[config.mk]
export PLATFORM = sky130hd
export DESIGN_NAME = voxel_ray_traversal
export DESIGN_NICKNAME = d
export VERILOG_FILES = /design/src/rtl/vrt_pkg.sv /design/src/rtl/voxel_ray_traversal.sv /design/src/rtl/vrt_div.sv /design/src/rtl/vrt_datapath.sv /design/src/rtl/vrt_ctrl.sv
export SDC_FILE = /design/constraint.sdc
export NUM_CORES = 1
export LEC_CHECK = 0
export BUFFER_PORTS_ARGS = -buffer_cell sky130_fd_sc_hd__buf_2
export CAP_MARGIN = 15
export CORE_UTILIZATION = 40
export CTS_BUF_LIST = sky130_fd_sc_hd__clkbuf_4
export DETAILED_ROUTE_END_ITERATION = 10
export MAX_ROUTING_LAYER = met4
export SYNTH_ARGS = -nofsm -noshare
export SYNTH_HDL_FRONTEND = slang
export SYNTH_SLANG_ARGS = --single-unit
export TNS_END_PERCENT = 30
[constraint.sdc]
create_clock -name i_clk -period 5.8 [get_ports i_clk]
set_input_delay 1.16 -clock i_clk [delete_from_list [all_inputs] [get_ports i_clk]]
set_output_delay 1.16 -clock i_clk [all_outputs]
set_load 0.05 [all_outputs]
[src/rtl/vrt_pkg.sv]
package vrt_pkg;

    // Fixed field widths.
    localparam int DIR_W  = 32;
    localparam int ID_W   = 8;
    localparam int VOX_W  = 16;
    localparam int FACE_W = 2;
    localparam int STAT_W = 2;

    // Ray distances are unsigned Q16.32.
    localparam int T_W    = 48;
    localparam int T_FRAC = 32;
    localparam logic [T_W-1:0] T_MAX   = {T_W{1'b1}};
    localparam logic [T_W-1:0] T_LIMIT = T_W'(1) << T_FRAC;

    // Result status codes.
    localparam logic [STAT_W-1:0] ST_QUERY = 2'd0;
    localparam logic [STAT_W-1:0] ST_HIT   = 2'd1;
    localparam logic [STAT_W-1:0] ST_MISS  = 2'd2;

    // Input actions.
    localparam logic ACT_START = 1'b0;
    localparam logic ACT_BLOCK = 1'b1;

    // Configuration register indexes.
    localparam logic REG_PASS_A = 1'b0;
    localparam logic REG_PASS_B = 1'b1;

    // Division job kinds.
    localparam logic KIND_NEXT    = 1'b0;
    localparam logic KIND_SPACING = 1'b1;

    typedef struct packed {
        logic              start_load;
        logic              div_start;
        logic              div_store;
        logic [1:0]        axis;
        logic              kind;
        logic              sel;
        logic              advance;
        logic              clear_active;
        logic              load_out;
        logic [STAT_W-1:0] out_status;
    } t_cmd;

    typedef struct packed {
        logic active;
        logic solid;
        logic beyond;
        logic div_done;
    } t_sts;

endpackage

[src/rtl/voxel_ray_traversal.sv]
// Channel  | handshake                      | payload
// ---------+--------------------------------+-----------------------------------------
// input    | i_in_valid / o_in_stall        | i_action, i_origin_*, i_dir_*, i_block_id
// output   | o_out_valid / i_out_stall      | o_status, o_voxel_*, o_face_*
// config   | psel, penable, pwrite, pready  | paddr, pwdata, prdata
//
// A block-id transaction on an active ray that is not solid passes through accept, axis
// advance and result write; one that hits or arrives with no ray active goes straight to result write.
// A start transaction runs six divisions on one shared bit-serial divider.
// Reset is synchronous and returns the unit to idle with the passable ids at 8 and 10.
// A finished result waits in the output register while the next transaction is taken;
// a further result waits in the controller until the output register is free.
module voxel_ray_traversal #(
    parameter int COORD_BITS = 16,
    parameter int FRAC_BITS  = 16
) (
    input  logic                                i_clk,
    input  logic                                i_rst_n,
    input  logic                                i_in_valid,
    output logic                                o_in_stall,
    input  logic                                i_action,
    input  logic signed [vrt_pkg::DIR_W-1:0]    i_origin_x,
    input  logic signed [vrt_pkg::DIR_W-1:0]    i_origin_y,
    input  logic signed [vrt_pkg::DIR_W-1:0]    i_origin_z,
    input  logic signed [vrt_pkg::DIR_W-1:0]    i_dir_x,
    input  logic signed [vrt_pkg::DIR_W-1:0]    i_dir_y,
    input  logic signed [vrt_pkg::DIR_W-1:0]    i_dir_z,
    input  logic [vrt_pkg::ID_W-1:0]            i_block_id,
    output logic                                o_out_valid,
    input  logic                                i_out_stall,
    output logic [vrt_pkg::STAT_W-1:0]          o_status,
    output logic signed [vrt_pkg::VOX_W-1:0]    o_voxel_x,
    output logic signed [vrt_pkg::VOX_W-1:0]    o_voxel_y,
    output logic signed [vrt_pkg::VOX_W-1:0]    o_voxel_z,
    output logic signed [vrt_pkg::FACE_W-1:0]   o_face_x,
    output logic signed [vrt_pkg::FACE_W-1:0]   o_face_y,
    output logic signed [vrt_pkg::FACE_W-1:0]   o_face_z,
    input  logic                                psel,
    input  logic                                penable,
    input  logic                                pwrite,
    input  logic [2:0]                          paddr,
    input  logic [31:0]                         pwdata,
    output logic [31:0]                         prdata,
    output logic                                pready
);
    import vrt_pkg::*;

    logic [ID_W-1:0]          r_pass_a;
    logic [ID_W-1:0]          r_pass_b;
    logic                     cfg_wr;
    t_cmd                     cmd;
    t_sts                     sts;
    logic signed [DIR_W-1:0]  origin [3];
    logic signed [DIR_W-1:0]  dir    [3];
    logic signed [VOX_W-1:0]  voxel  [3];
    logic signed [FACE_W-1:0] face   [3];

    // Configuration registers; byte address bits below the word are ignored.
    assign pready = 1'b1;
    assign cfg_wr = psel && penable && pwrite && pready;

    always_ff @(posedge i_clk) begin
        if (!i_rst_n) begin
            r_pass_a <= 8'd8;
            r_pass_b <= 8'd10;
        end else if (cfg_wr) begin
            if (paddr[2] == REG_PASS_A) begin
                r_pass_a <= pwdata[ID_W-1:0];
            end else begin
                r_pass_b <= pwdata[ID_W-1:0];
            end
        end
    end

    assign prdata = (paddr[2] == REG_PASS_B) ? 32'(r_pass_b) : 32'(r_pass_a);

    assign origin = '{i_origin_x, i_origin_y, i_origin_z};
    assign dir    = '{i_dir_x, i_dir_y, i_dir_z};

    vrt_ctrl u_ctrl (
        .i_clk       (i_clk),
        .i_rst_n     (i_rst_n),
        .i_in_valid  (i_in_valid),
        .i_action    (i_action),
        .o_in_stall  (o_in_stall),
        .o_out_valid (o_out_valid),
        .i_out_stall (i_out_stall),
        .i_sts       (sts),
        .o_cmd       (cmd)
    );

    vrt_datapath #(
        .COORD_BITS (COORD_BITS),
        .FRAC_BITS  (FRAC_BITS)
    ) u_datapath (
        .i_clk      (i_clk),
        .i_rst_n    (i_rst_n),
        .i_cmd      (cmd),
        .o_sts      (sts),
        .i_pass_a   (r_pass_a),
        .i_pass_b   (r_pass_b),
        .i_origin   (origin),
        .i_dir      (dir),
        .i_block_id (i_block_id),
        .o_status   (o_status),
        .o_voxel    (voxel),
        .o_face     (face)
    );

    assign o_voxel_x = voxel[0];
    assign o_voxel_y = voxel[1];
    assign o_voxel_z = voxel[2];
    assign o_face_x  = face[0];
    assign o_face_y  = face[1];
    assign o_face_z  = face[2];

    // A start transaction never produces its result in the following cycle.
    a_start_not_immediate: assert property (@(posedge i_clk) disable iff (!i_rst_n)
        (i_in_valid && !o_in_stall && i_action == ACT_START) |=> !$rose(o_out_valid))
        else $error("start result appeared before the divisions finished");

    // A miss carries no voxel and no face.
    a_miss_zero: assert property (@(posedge i_clk) disable iff (!i_rst_n)
        (o_out_valid && o_status == ST_MISS) |->
        (o_voxel_x == '0 && o_voxel_y == '0 && o_voxel_z == '0 &&
         o_face_x == '0 && o_face_y == '0 && o_face_z == '0))
        else $error("miss result with non-zero fields");

    // A query carries no entry face.
    a_query_no_face: assert property (@(posedge i_clk) disable iff (!i_rst_n)
        (o_out_valid && o_status == ST_QUERY) |->
        (o_face_x == '0 && o_face_y == '0 && o_face_z == '0))
        else $error("query result with an entry face");

    // A hit has at most one face component set.
    a_hit_one_face: assert property (@(posedge i_clk) disable iff (!i_rst_n)
        (o_out_valid && o_status == ST_HIT) |->
        ($countones({o_face_x != '0, o_face_y != '0, o_face_z != '0}) <= 1))
        else $error("hit result with more than one face component");

endmodule

[src/rtl/vrt_div.sv]
module vrt_div #(
    parameter int NUM_W = 17,
    parameter int DEN_W = 32,
    parameter int SHIFT = 32
) (
    input  logic                     i_clk,
    input  logic                     i_rst_n,
    input  logic                     i_start,
    input  logic [NUM_W-1:0]         i_num,
    input  logic [DEN_W-1:0]         i_den,
    output logic                     o_done,
    output logic [NUM_W+SHIFT-1:0]   o_quot
);
    localparam int DVD_W = NUM_W + SHIFT;
    localparam int CNT_W = $clog2(DVD_W);

    logic [DVD_W-1:0] r_dvd;
    logic [DEN_W-1:0] r_rem;
    logic [DEN_W-1:0] r_den;
    logic [CNT_W-1:0] r_cnt;
    logic             r_busy;
    logic             r_done;
    logic [DEN_W:0]   trial;
    logic             qbit;

    // One restoring step: bring down the next dividend bit and try to subtract.
    always_comb begin
        trial = {r_rem, r_dvd[DVD_W-1]};
        qbit  = (trial >= {1'b0, r_den});
    end

    always_ff @(posedge i_clk) begin
        if (!i_rst_n) begin
            r_busy <= 1'b0;
            r_done <= 1'b0;
        end else begin
            r_done <= 1'b0;
            if (i_start) begin
                r_busy <= 1'b1;
                r_cnt  <= CNT_W'(DVD_W - 1);
            end else if (r_busy) begin
                if (r_cnt == '0) begin
                    r_busy <= 1'b0;
                    r_done <= 1'b1;
                end
                r_cnt <= r_cnt - 1'b1;
            end
        end
    end

    // The quotient bits shift into the dividend register from the bottom.
    always_ff @(posedge i_clk) begin
        if (i_start) begin
            r_dvd <= {i_num, {SHIFT{1'b0}}};
            r_rem <= '0;
            r_den <= i_den;
        end else if (r_busy) begin
            r_dvd <= {r_dvd[DVD_W-2:0], qbit};
            r_rem <= qbit ? DEN_W'(trial - {1'b0, r_den}) : trial[DEN_W-1:0];
        end
    end

    assign o_done = r_done;
    assign o_quot = r_dvd;

endmodule

[src/rtl/vrt_datapath.sv]
module vrt_datapath #(
    parameter int COORD_BITS = 16,
    parameter int FRAC_BITS  = 16
) (
    input  logic                                i_clk,
    input  logic                                i_rst_n,
    input  vrt_pkg::t_cmd                       i_cmd,
    output vrt_pkg::t_sts                       o_sts,
    input  logic [vrt_pkg::ID_W-1:0]            i_pass_a,
    input  logic [vrt_pkg::ID_W-1:0]            i_pass_b,
    input  logic signed [vrt_pkg::DIR_W-1:0]    i_origin [3],
    input  logic signed [vrt_pkg::DIR_W-1:0]    i_dir [3],
    input  logic [vrt_pkg::ID_W-1:0]            i_block_id,
    output logic [vrt_pkg::STAT_W-1:0]          o_status,
    output logic signed [vrt_pkg::VOX_W-1:0]    o_voxel [3],
    output logic signed [vrt_pkg::FACE_W-1:0]   o_face [3]
);
    import vrt_pkg::*;

    localparam int NUM_W = FRAC_BITS + 1;
    localparam int QT_W  = NUM_W + T_FRAC;
    localparam int QX_W  = (QT_W > T_W) ? QT_W : T_W;
    localparam logic [NUM_W-1:0] ONE_FX = NUM_W'(1) << FRAC_BITS;

    // Ray state.
    logic [COORD_BITS-1:0] r_cell [3];
    logic [1:0]            r_sign [3];
    logic [T_W-1:0]        r_next [3];
    logic [T_W-1:0]        r_spc  [3];
    logic [1:0]            r_face [3];
    logic                  r_neg  [3];
    logic [DIR_W-1:0]      r_mag  [3];
    logic [FRAC_BITS-1:0]  r_frac [3];
    logic [1:0]            r_ax;
    logic                  r_active;

    // Result register.
    logic [STAT_W-1:0]        r_status;
    logic signed [VOX_W-1:0]  r_voxel [3];
    logic signed [FACE_W-1:0] r_face_out [3];

    logic [DIR_W-1:0]      mag        [3];
    logic [COORD_BITS-1:0] start_cell [3];
    logic signed [63:0]    ox         [3];
    logic [NUM_W-1:0]      num;
    logic [DIR_W-1:0]      den;
    logic                  div_done;
    logic [QT_W-1:0]       quot;
    logic [QX_W-1:0]       quot_x;
    logic [T_W-1:0]        quot_sat;
    logic [1:0]            ax;
    logic [T_W:0]          sum;
    logic [T_W-1:0]        sum_sat;
    logic                  solid;

    // Start set-up: cell is the floor of the origin, magnitude of each direction.
    always_comb begin
        for (int a = 0; a < 3; a++) begin
            mag[a]        = i_dir[a][DIR_W-1] ? DIR_W'(-i_dir[a]) : DIR_W'(i_dir[a]);
            ox[a]         = 64'(i_origin[a]) >>> FRAC_BITS;
            start_cell[a] = ox[a][COORD_BITS-1:0];
        end
    end

    // Divider operands for the current job, and saturation of its quotient.
    always_comb begin
        if (i_cmd.kind == KIND_SPACING) begin
            num = ONE_FX;
        end else if (r_neg[i_cmd.axis]) begin
            num = {1'b0, r_frac[i_cmd.axis]};
        end else begin
            num = ONE_FX - {1'b0, r_frac[i_cmd.axis]};
        end
        den      = r_mag[i_cmd.axis];
        quot_x   = QX_W'(quot);
        quot_sat = (quot_x > QX_W'(T_MAX)) ? T_MAX : quot[T_W-1:0];
    end

    vrt_div #(
        .NUM_W (NUM_W),
        .DEN_W (DIR_W),
        .SHIFT (T_FRAC)
    ) u_div (
        .i_clk   (i_clk),
        .i_rst_n (i_rst_n),
        .i_start (i_cmd.div_start),
        .i_num   (num),
        .i_den   (den),
        .o_done  (div_done),
        .o_quot  (quot)
    );

    // Axis choice: smallest boundary distance, ties to Z, then Y over X.
    always_comb begin
        if (r_next[0] < r_next[1]) begin
            ax = (r_next[0] < r_next[2]) ? 2'd0 : 2'd2;
        end else begin
            ax = (r_next[1] < r_next[2]) ? 2'd1 : 2'd2;
        end
        sum     = {1'b0, r_next[r_ax]} + {1'b0, r_spc[r_ax]};
        sum_sat = sum[T_W] ? T_MAX : sum[T_W-1:0];
        solid   = (i_block_id != '0) && (i_block_id != i_pass_a) && (i_block_id != i_pass_b);
    end

    assign o_sts = '{
        active:   r_active,
        solid:    solid,
        beyond:   (r_next[r_ax] > T_LIMIT),
        div_done: div_done
    };

    // Ray active flag.
    always_ff @(posedge i_clk) begin
        if (!i_rst_n) begin
            r_active <= 1'b0;
        end else if (i_cmd.start_load) begin
            r_active <= 1'b1;
        end else if (i_cmd.clear_active) begin
            r_active <= 1'b0;
        end
    end

    // Per-axis state updates.
    always_ff @(posedge i_clk) begin
        if (i_cmd.start_load) begin
            for (int a = 0; a < 3; a++) begin
                r_cell[a] <= start_cell[a];
                r_neg[a]  <= i_dir[a][DIR_W-1];
                r_mag[a]  <= mag[a];
                r_frac[a] <= i_origin[a][FRAC_BITS-1:0];
                r_face[a] <= 2'b00;
                if (mag[a] == '0) begin
                    r_sign[a] <= 2'b00;
                end else if (i_dir[a][DIR_W-1]) begin
                    r_sign[a] <= 2'b11;
                end else begin
                    r_sign[a] <= 2'b01;
                end
            end
        end
        if (i_cmd.div_store) begin
            if (i_cmd.kind == KIND_SPACING) begin
                r_spc[i_cmd.axis] <= quot_sat;
            end else begin
                r_next[i_cmd.axis] <= quot_sat;
            end
        end
        if (i_cmd.sel) begin
            r_ax <= ax;
        end
        if (i_cmd.advance) begin
            r_cell[r_ax] <= r_cell[r_ax] + {{(COORD_BITS-2){r_sign[r_ax][1]}}, r_sign[r_ax]};
            r_next[r_ax] <= sum_sat;
            for (int a = 0; a < 3; a++) begin
                r_face[a] <= (2'(a) == r_ax) ? 2'(2'b00 - r_sign[r_ax]) : 2'b00;
            end
        end
    end

    // Result register.
    always_ff @(posedge i_clk) begin
        if (i_cmd.load_out) begin
            r_status <= i_cmd.out_status;
            for (int a = 0; a < 3; a++) begin
                case (i_cmd.out_status)
                    ST_QUERY: begin
                        r_voxel[a]    <= VOX_W'(r_cell[a]);
                        r_face_out[a] <= '0;
                    end
                    ST_HIT: begin
                        r_voxel[a]    <= VOX_W'(r_cell[a]);
                        r_face_out[a] <= r_face[a];
                    end
                    default: begin
                        r_voxel[a]    <= '0;
                        r_face_out[a] <= '0;
                    end
                endcase
            end
        end
    end

    assign o_status = r_status;
    assign o_voxel  = r_voxel;
    assign o_face   = r_face_out;

endmodule

[src/rtl/vrt_ctrl.sv]
module vrt_ctrl (
    input  logic          i_clk,
    input  logic          i_rst_n,
    input  logic          i_in_valid,
    input  logic          i_action,
    output logic          o_in_stall,
    output logic          o_out_valid,
    input  logic          i_out_stall,
    input  vrt_pkg::t_sts i_sts,
    output vrt_pkg::t_cmd o_cmd
);
    import vrt_pkg::*;

    typedef enum logic [4:0] {
        S_IDLE     = 5'b00001,
        S_DIV_GO   = 5'b00010,
        S_DIV_WAIT = 5'b00100,
        S_ADV      = 5'b01000,
        S_WRITE    = 5'b10000
    } t_state;

    localparam logic [1:0] AXIS_LAST = 2'd2;

    t_state            r_state, n_state;
    logic [STAT_W-1:0] r_status, n_status;
    logic [1:0]        r_axis, n_axis;
    logic              r_kind, n_kind;
    logic              r_ovalid, n_ovalid;
    logic              accept;
    t_cmd              cmd;

    assign accept = i_in_valid && (r_state == S_IDLE);

    // Sequencer.
    always_comb begin
        cmd      = '0;
        n_state  = r_state;
        n_status = r_status;
        n_axis   = r_axis;
        n_kind   = r_kind;
        cmd.axis = r_axis;
        cmd.kind = r_kind;
        case (r_state)
            S_IDLE: begin
                if (accept) begin
                    if (i_action == ACT_START) begin
                        cmd.start_load = 1'b1;
                        n_axis         = 2'd0;
                        n_kind         = KIND_NEXT;
                        n_state        = S_DIV_GO;
                    end else if (!i_sts.active) begin
                        n_status = ST_MISS;
                        n_state  = S_WRITE;
                    end else if (i_sts.solid) begin
                        cmd.clear_active = 1'b1;
                        n_status         = ST_HIT;
                        n_state          = S_WRITE;
                    end else begin
                        cmd.sel = 1'b1;
                        n_state = S_ADV;
                    end
                end
            end
            S_DIV_GO: begin
                cmd.div_start = 1'b1;
                n_state       = S_DIV_WAIT;
            end
            S_DIV_WAIT: begin
                if (i_sts.div_done) begin
                    cmd.div_store = 1'b1;
                    if (r_axis == AXIS_LAST && r_kind == KIND_SPACING) begin
                        n_status = ST_QUERY;
                        n_state  = S_WRITE;
                    end else begin
                        n_kind  = ~r_kind;
                        n_axis  = (r_kind == KIND_SPACING) ? r_axis + 2'd1 : r_axis;
                        n_state = S_DIV_GO;
                    end
                end
            end
            S_ADV: begin
                if (i_sts.beyond) begin
                    cmd.clear_active = 1'b1;
                    n_status         = ST_MISS;
                end else begin
                    cmd.advance = 1'b1;
                    n_status    = ST_QUERY;
                end
                n_state = S_WRITE;
            end
            S_WRITE: begin
                if (!r_ovalid || !i_out_stall) begin
                    cmd.load_out   = 1'b1;
                    cmd.out_status = r_status;
                    n_state        = S_IDLE;
                end
            end
            default: begin
                n_state = S_IDLE;
            end
        endcase
    end

    // Output valid flag.
    always_comb begin
        if (cmd.load_out) begin
            n_ovalid = 1'b1;
        end else if (r_ovalid && !i_out_stall) begin
            n_ovalid = 1'b0;
        end else begin
            n_ovalid = r_ovalid;
        end
    end

    always_ff @(posedge i_clk) begin
        if (!i_rst_n) begin
            r_state  <= S_IDLE;
            r_ovalid <= 1'b0;
            r_status <= ST_MISS;
            r_axis   <= 2'd0;
            r_kind   <= KIND_NEXT;
        end else begin
            r_state  <= n_state;
            r_ovalid <= n_ovalid;
            r_status <= n_status;
            r_axis   <= n_axis;
            r_kind   <= n_kind;
        end
    end

    assign o_in_stall  = (r_state != S_IDLE);
    assign o_out_valid = r_ovalid;
    assign o_cmd       = cmd;

endmodule
==> key figures <==
Outcome
  – Run status: finished, final reports clean

Placed design
  – Gpl congestion: 0.911
  – PortBufs: 282
  – Hpwl dp: 77,000 um
  – Post-Place Worst Slack: 895 ps
  – Dpl cells: 5,192

Timing
  – Post-Route Setup TNS: 0 ps
  – Fmax: 201 MHz
  – Setup Viol. Count Final: 0
  – Worst hold margin: 250 ps
  – Final worst-path setup slack: 832 ps
  – Minimum clock period: 4970 ps
  – Slew Limit Fails: 0
  – Period utilisation layout: 85.7%
  – Final Hold Fails: 0
  – Layout Skew: 86.1 ps
  – Slew @ Worst Pin: 1100 ps
  – RSZ-0062 raised after global routing: no
  – Slew headroom: 26.4%

Routing
  – Vias: 29,308
  – Vias per std cell: 5.26
  – Drt wl/cell: 19.1 um
  – Final ANT Viol Nets: 0
  – Initial DRC Count: 1,905
  – Detailed Route WL: 106,000 um
  – DR pass1 iterations: 7
  – # DRC: 0

Power and ir drop
  – Sw Pwr: 0.00432 W
  – Leak Pwr: 18.4 nW
  – Post-layout total power: 0.0146 W
  – Gate power share: 20.0%
  – PwrDens: 308 nW/um^2
  – Reg power frac: 46.9%
  – Peak supply drop: 0.000194 V
  – Clock power frac: 33.1%
  – Sw Share: 29.6%
  – Internal power: 0.0103 W

Global route
  – Vias in the first global route: 29,013
  – Initial antenna violation count: 7
  – First-pass GRT wire length: 165,000 um
  – Largest net degree at the start of global routing: 106
  – Total track usage: 20.6%
  – Gr ovfl total: 0

Clocking
  – Post-CTS Setup Inserts: 0
  – Skew-Pair Late Insertion Delay: 1080 ps
  – CTS hold repair buffers: 0
  – Register clock-pin slew on the reported worst setup and hold paths: 80 ps
  – CTS Buffer Depth: 3
  – CTS resizes: 0
  – H-tree Lvls: 4
  – CTS tree: built
  – Number of clock sinks: 770
  – CTS root buf: clkbuf_4
  – Total CTS buffers: 201

Min path
  – Worst hold path class: in2reg
  – Min-delay src: i_origin_x[5]

Worst setup path
  – Worst path bufs/invs: 2
  – Type of the worst setup path: reg2reg
  – Crit path top cell by count: nand4_1
  – Slowest CP cell: mux4_2
  – Critical Path AT: 5610 ps
  – Startpoint types: flip-flop
  – Worst path max stage delay: 600 ps
  – Worst setup EP type: flip-flop
  – CP Cell Sequence: buf_12, mux4_2, nor4_1, nand4_1, o21ai_0, nand4_1, or2_2, nor3_4, a31o_2, buf_4
  – Kind of cell adding the most delay to the critical path: simple AND/OR/NAND/NOR gates
  – Critical Path Fanout Max: 28
  – Worst path required time: 6440 ps

Yosys
  – Synth warnings: 0
  – Simple-gate share of the synthesized area: 11.5%
  – Asr flop ratio synth: 0%
  – Synth Area in Adders: 7.59%
  – Mux contribution to synthesized area: 7.73%
  – Xor/xnor share of the synthesized area: 4.29%
  – Largest family of logic cells by synthesized area: compound AO/OA/AOI/OAI gates
  – Cell Area, Synth: 41,600 sq um
  – Synth Area in Compound Gates: 12.2%
  – Top FF cell, synth: edfxtp_1
  – Flop and latch count out of synthesis: 770
  – Syn avg cell area: 11.5 sq um
  – Sequential area share after synthesis: 53.1%
  – Library cells used by synthesis: 82
  – Cell count after synthesis: 3,624
  – Number of synthesized flops with an enable pin: 671

Floorplanning
  – I/O pins: 334
  – Die Ht: 325 um
  – Initial core utilization: 40.3%
  – Row cnt: 118
  – Chip width: 325 um
  – Core area: 103,000 sq um
  – Die area: 105,000 sq um

Layout
  – Post-Layout Cell Count: 5,570
  – Layout cell share with drive strength beyond 1: 20.9%
  – Final #Nets: 4,510
  – Most common cell after layout, fill and taps aside: edfxtp_1
  – Most frequent cells in the layout: edfxtp_1 (671), nand2_1 (329), clkbuf_4 (322)
  – Area added between synthesis and finish: 13.7%

Flow run
  – Max-cap viol count: 0
## sequential cells by signal, summed over array words and instances, names as in the netlist, 6 cells and up, named ones only
signal and flops:
u_datapath.r_next 192, u_datapath.r_spc 144, u_datapath.r_mag 96, u_datapath.r_cell 64
u_datapath.u_div.o_quot 49, u_datapath.o_voxel 48, u_datapath.r_frac 48, u_datapath.u_div.r_den 32
u_datapath.u_div.r_rem 32, r_pass_a 8, r_pass_b 8, u_datapath.o_face 6
u_datapath.r_face 6, u_datapath.r_sign 6, u_datapath.u_div.r_cnt 6
## Yosys cell counts (46+ instances only)
| cell | count | share of area, % |
|---|---|---|
| and2_1 | 60 | 0.90 |
| o21ai_0 | 230 | 2.8 |
| edfxtp_1 | 671 | 48 |
| ha_1 | 248 | 7.5 |
| mux2i_1 | 137 | 3.3 |
| dfxtp_1 | 99 | 4.8 |
| mux4_2 | 64 | 3.5 |
| nor2_1 | 234 | 2.1 |
| a21oi_1 | 230 | 2.8 |
| nor3_1 | 46 | 0.55 |
| xnor2_1 | 148 | 3.1 |
| or2_2 | 56 | 0.84 |
| a21o_1 | 97 | 1.7 |
| clkbuf_1 | 109 | 0.98 |
| nand2_1 | 332 | 3.0 |
| inv_1 | 188 | 1.7 |
| nand4_1 | 52 | 0.78 |
| xor2_1 | 56 | 1.2 |
## logic make-up after synthesis
family	after synthesis
AOI/OAI and AO/OA	810
xor gates and xnor gates	204
adders and majority gates	251
buffers and inverters	359
DFF	770
muxes	237
other	2
and+or+nand+nor	991
## worst register-to-register path, stage by stage, from the launching register on
cell	delay (ps)
dfxtp_4	520
buf_12	280
mux4_2	630
nor4_1	580
nand4_1	180
o21ai_0	430
nand4_1	280
or2_2	520
nor3_4	440
a31o_2	210
buf_4	430
## worst paths after layout
check                               end  slack, ps  cells past startpoint
max            u_datapath.r_next[1][41]        830                     10
min             u_datapath.r_frac[0][5]        250                      1
min reg2reg  u_datapath.u_div.r_rem[31]        460                      2
max reg2reg    u_datapath.r_next[1][41]        830                     10
## stage by stage
stage | util (%) | cell area [sq um]
after floorplan | - | 41700
after global placement | 43.2 | 44700
after detailed placement | 43.2 | 44700
after CTS | 45.8 | 47300
after global routing | 45.8 | 47400
final | 45.8 | 47400
## power groups by stage
| stage | clock, W | combinational, W | sequential, W |
|---|---|---|---|
| 6_report | 0.00483 | 0.00292 | 0.00685 |
| 5_1_grt | 0.00524 | 0.00324 | 0.00689 |
| 4_1_cts | 0.00498 | 0.00292 | 0.00685 |
| 3_5_place_dp | 0 | 0.00291 | 0.00697 |
| 3_3_place_gp | 0 | 0.00287 | 0.00696 |
| 2_1_floorplan | 0 | 0.00207 | 0.00702 |
## layout make-up
class / count / area [sq um]
sequential: 770 / 22100
inverter: 188 / 711
fill: 9736 / 56000
clock inverter: 48 / 275
multi-input combinational: 2518 / 18200
antenna: 7 / 17.5
tap: 1380 / 1730
timing repair buffer: 337 / 1900
clock buffer: 322 / 2420
## routing by layer
metal / wire, um / part of all wire [%] / vias up / GRT usage [%]
met2: 51200 / 48 / 715 / 33.2
li1: - / - / 14378 / -
met3: 5180 / 4.9 / 125 / 3.58
met1: 48000 / 45 / 14090 / 26.7
met4: 1970 / 1.9 / 0 / 5.88
met5: 0 / 0 / - / -
Power figures use the tool's default switching activity.
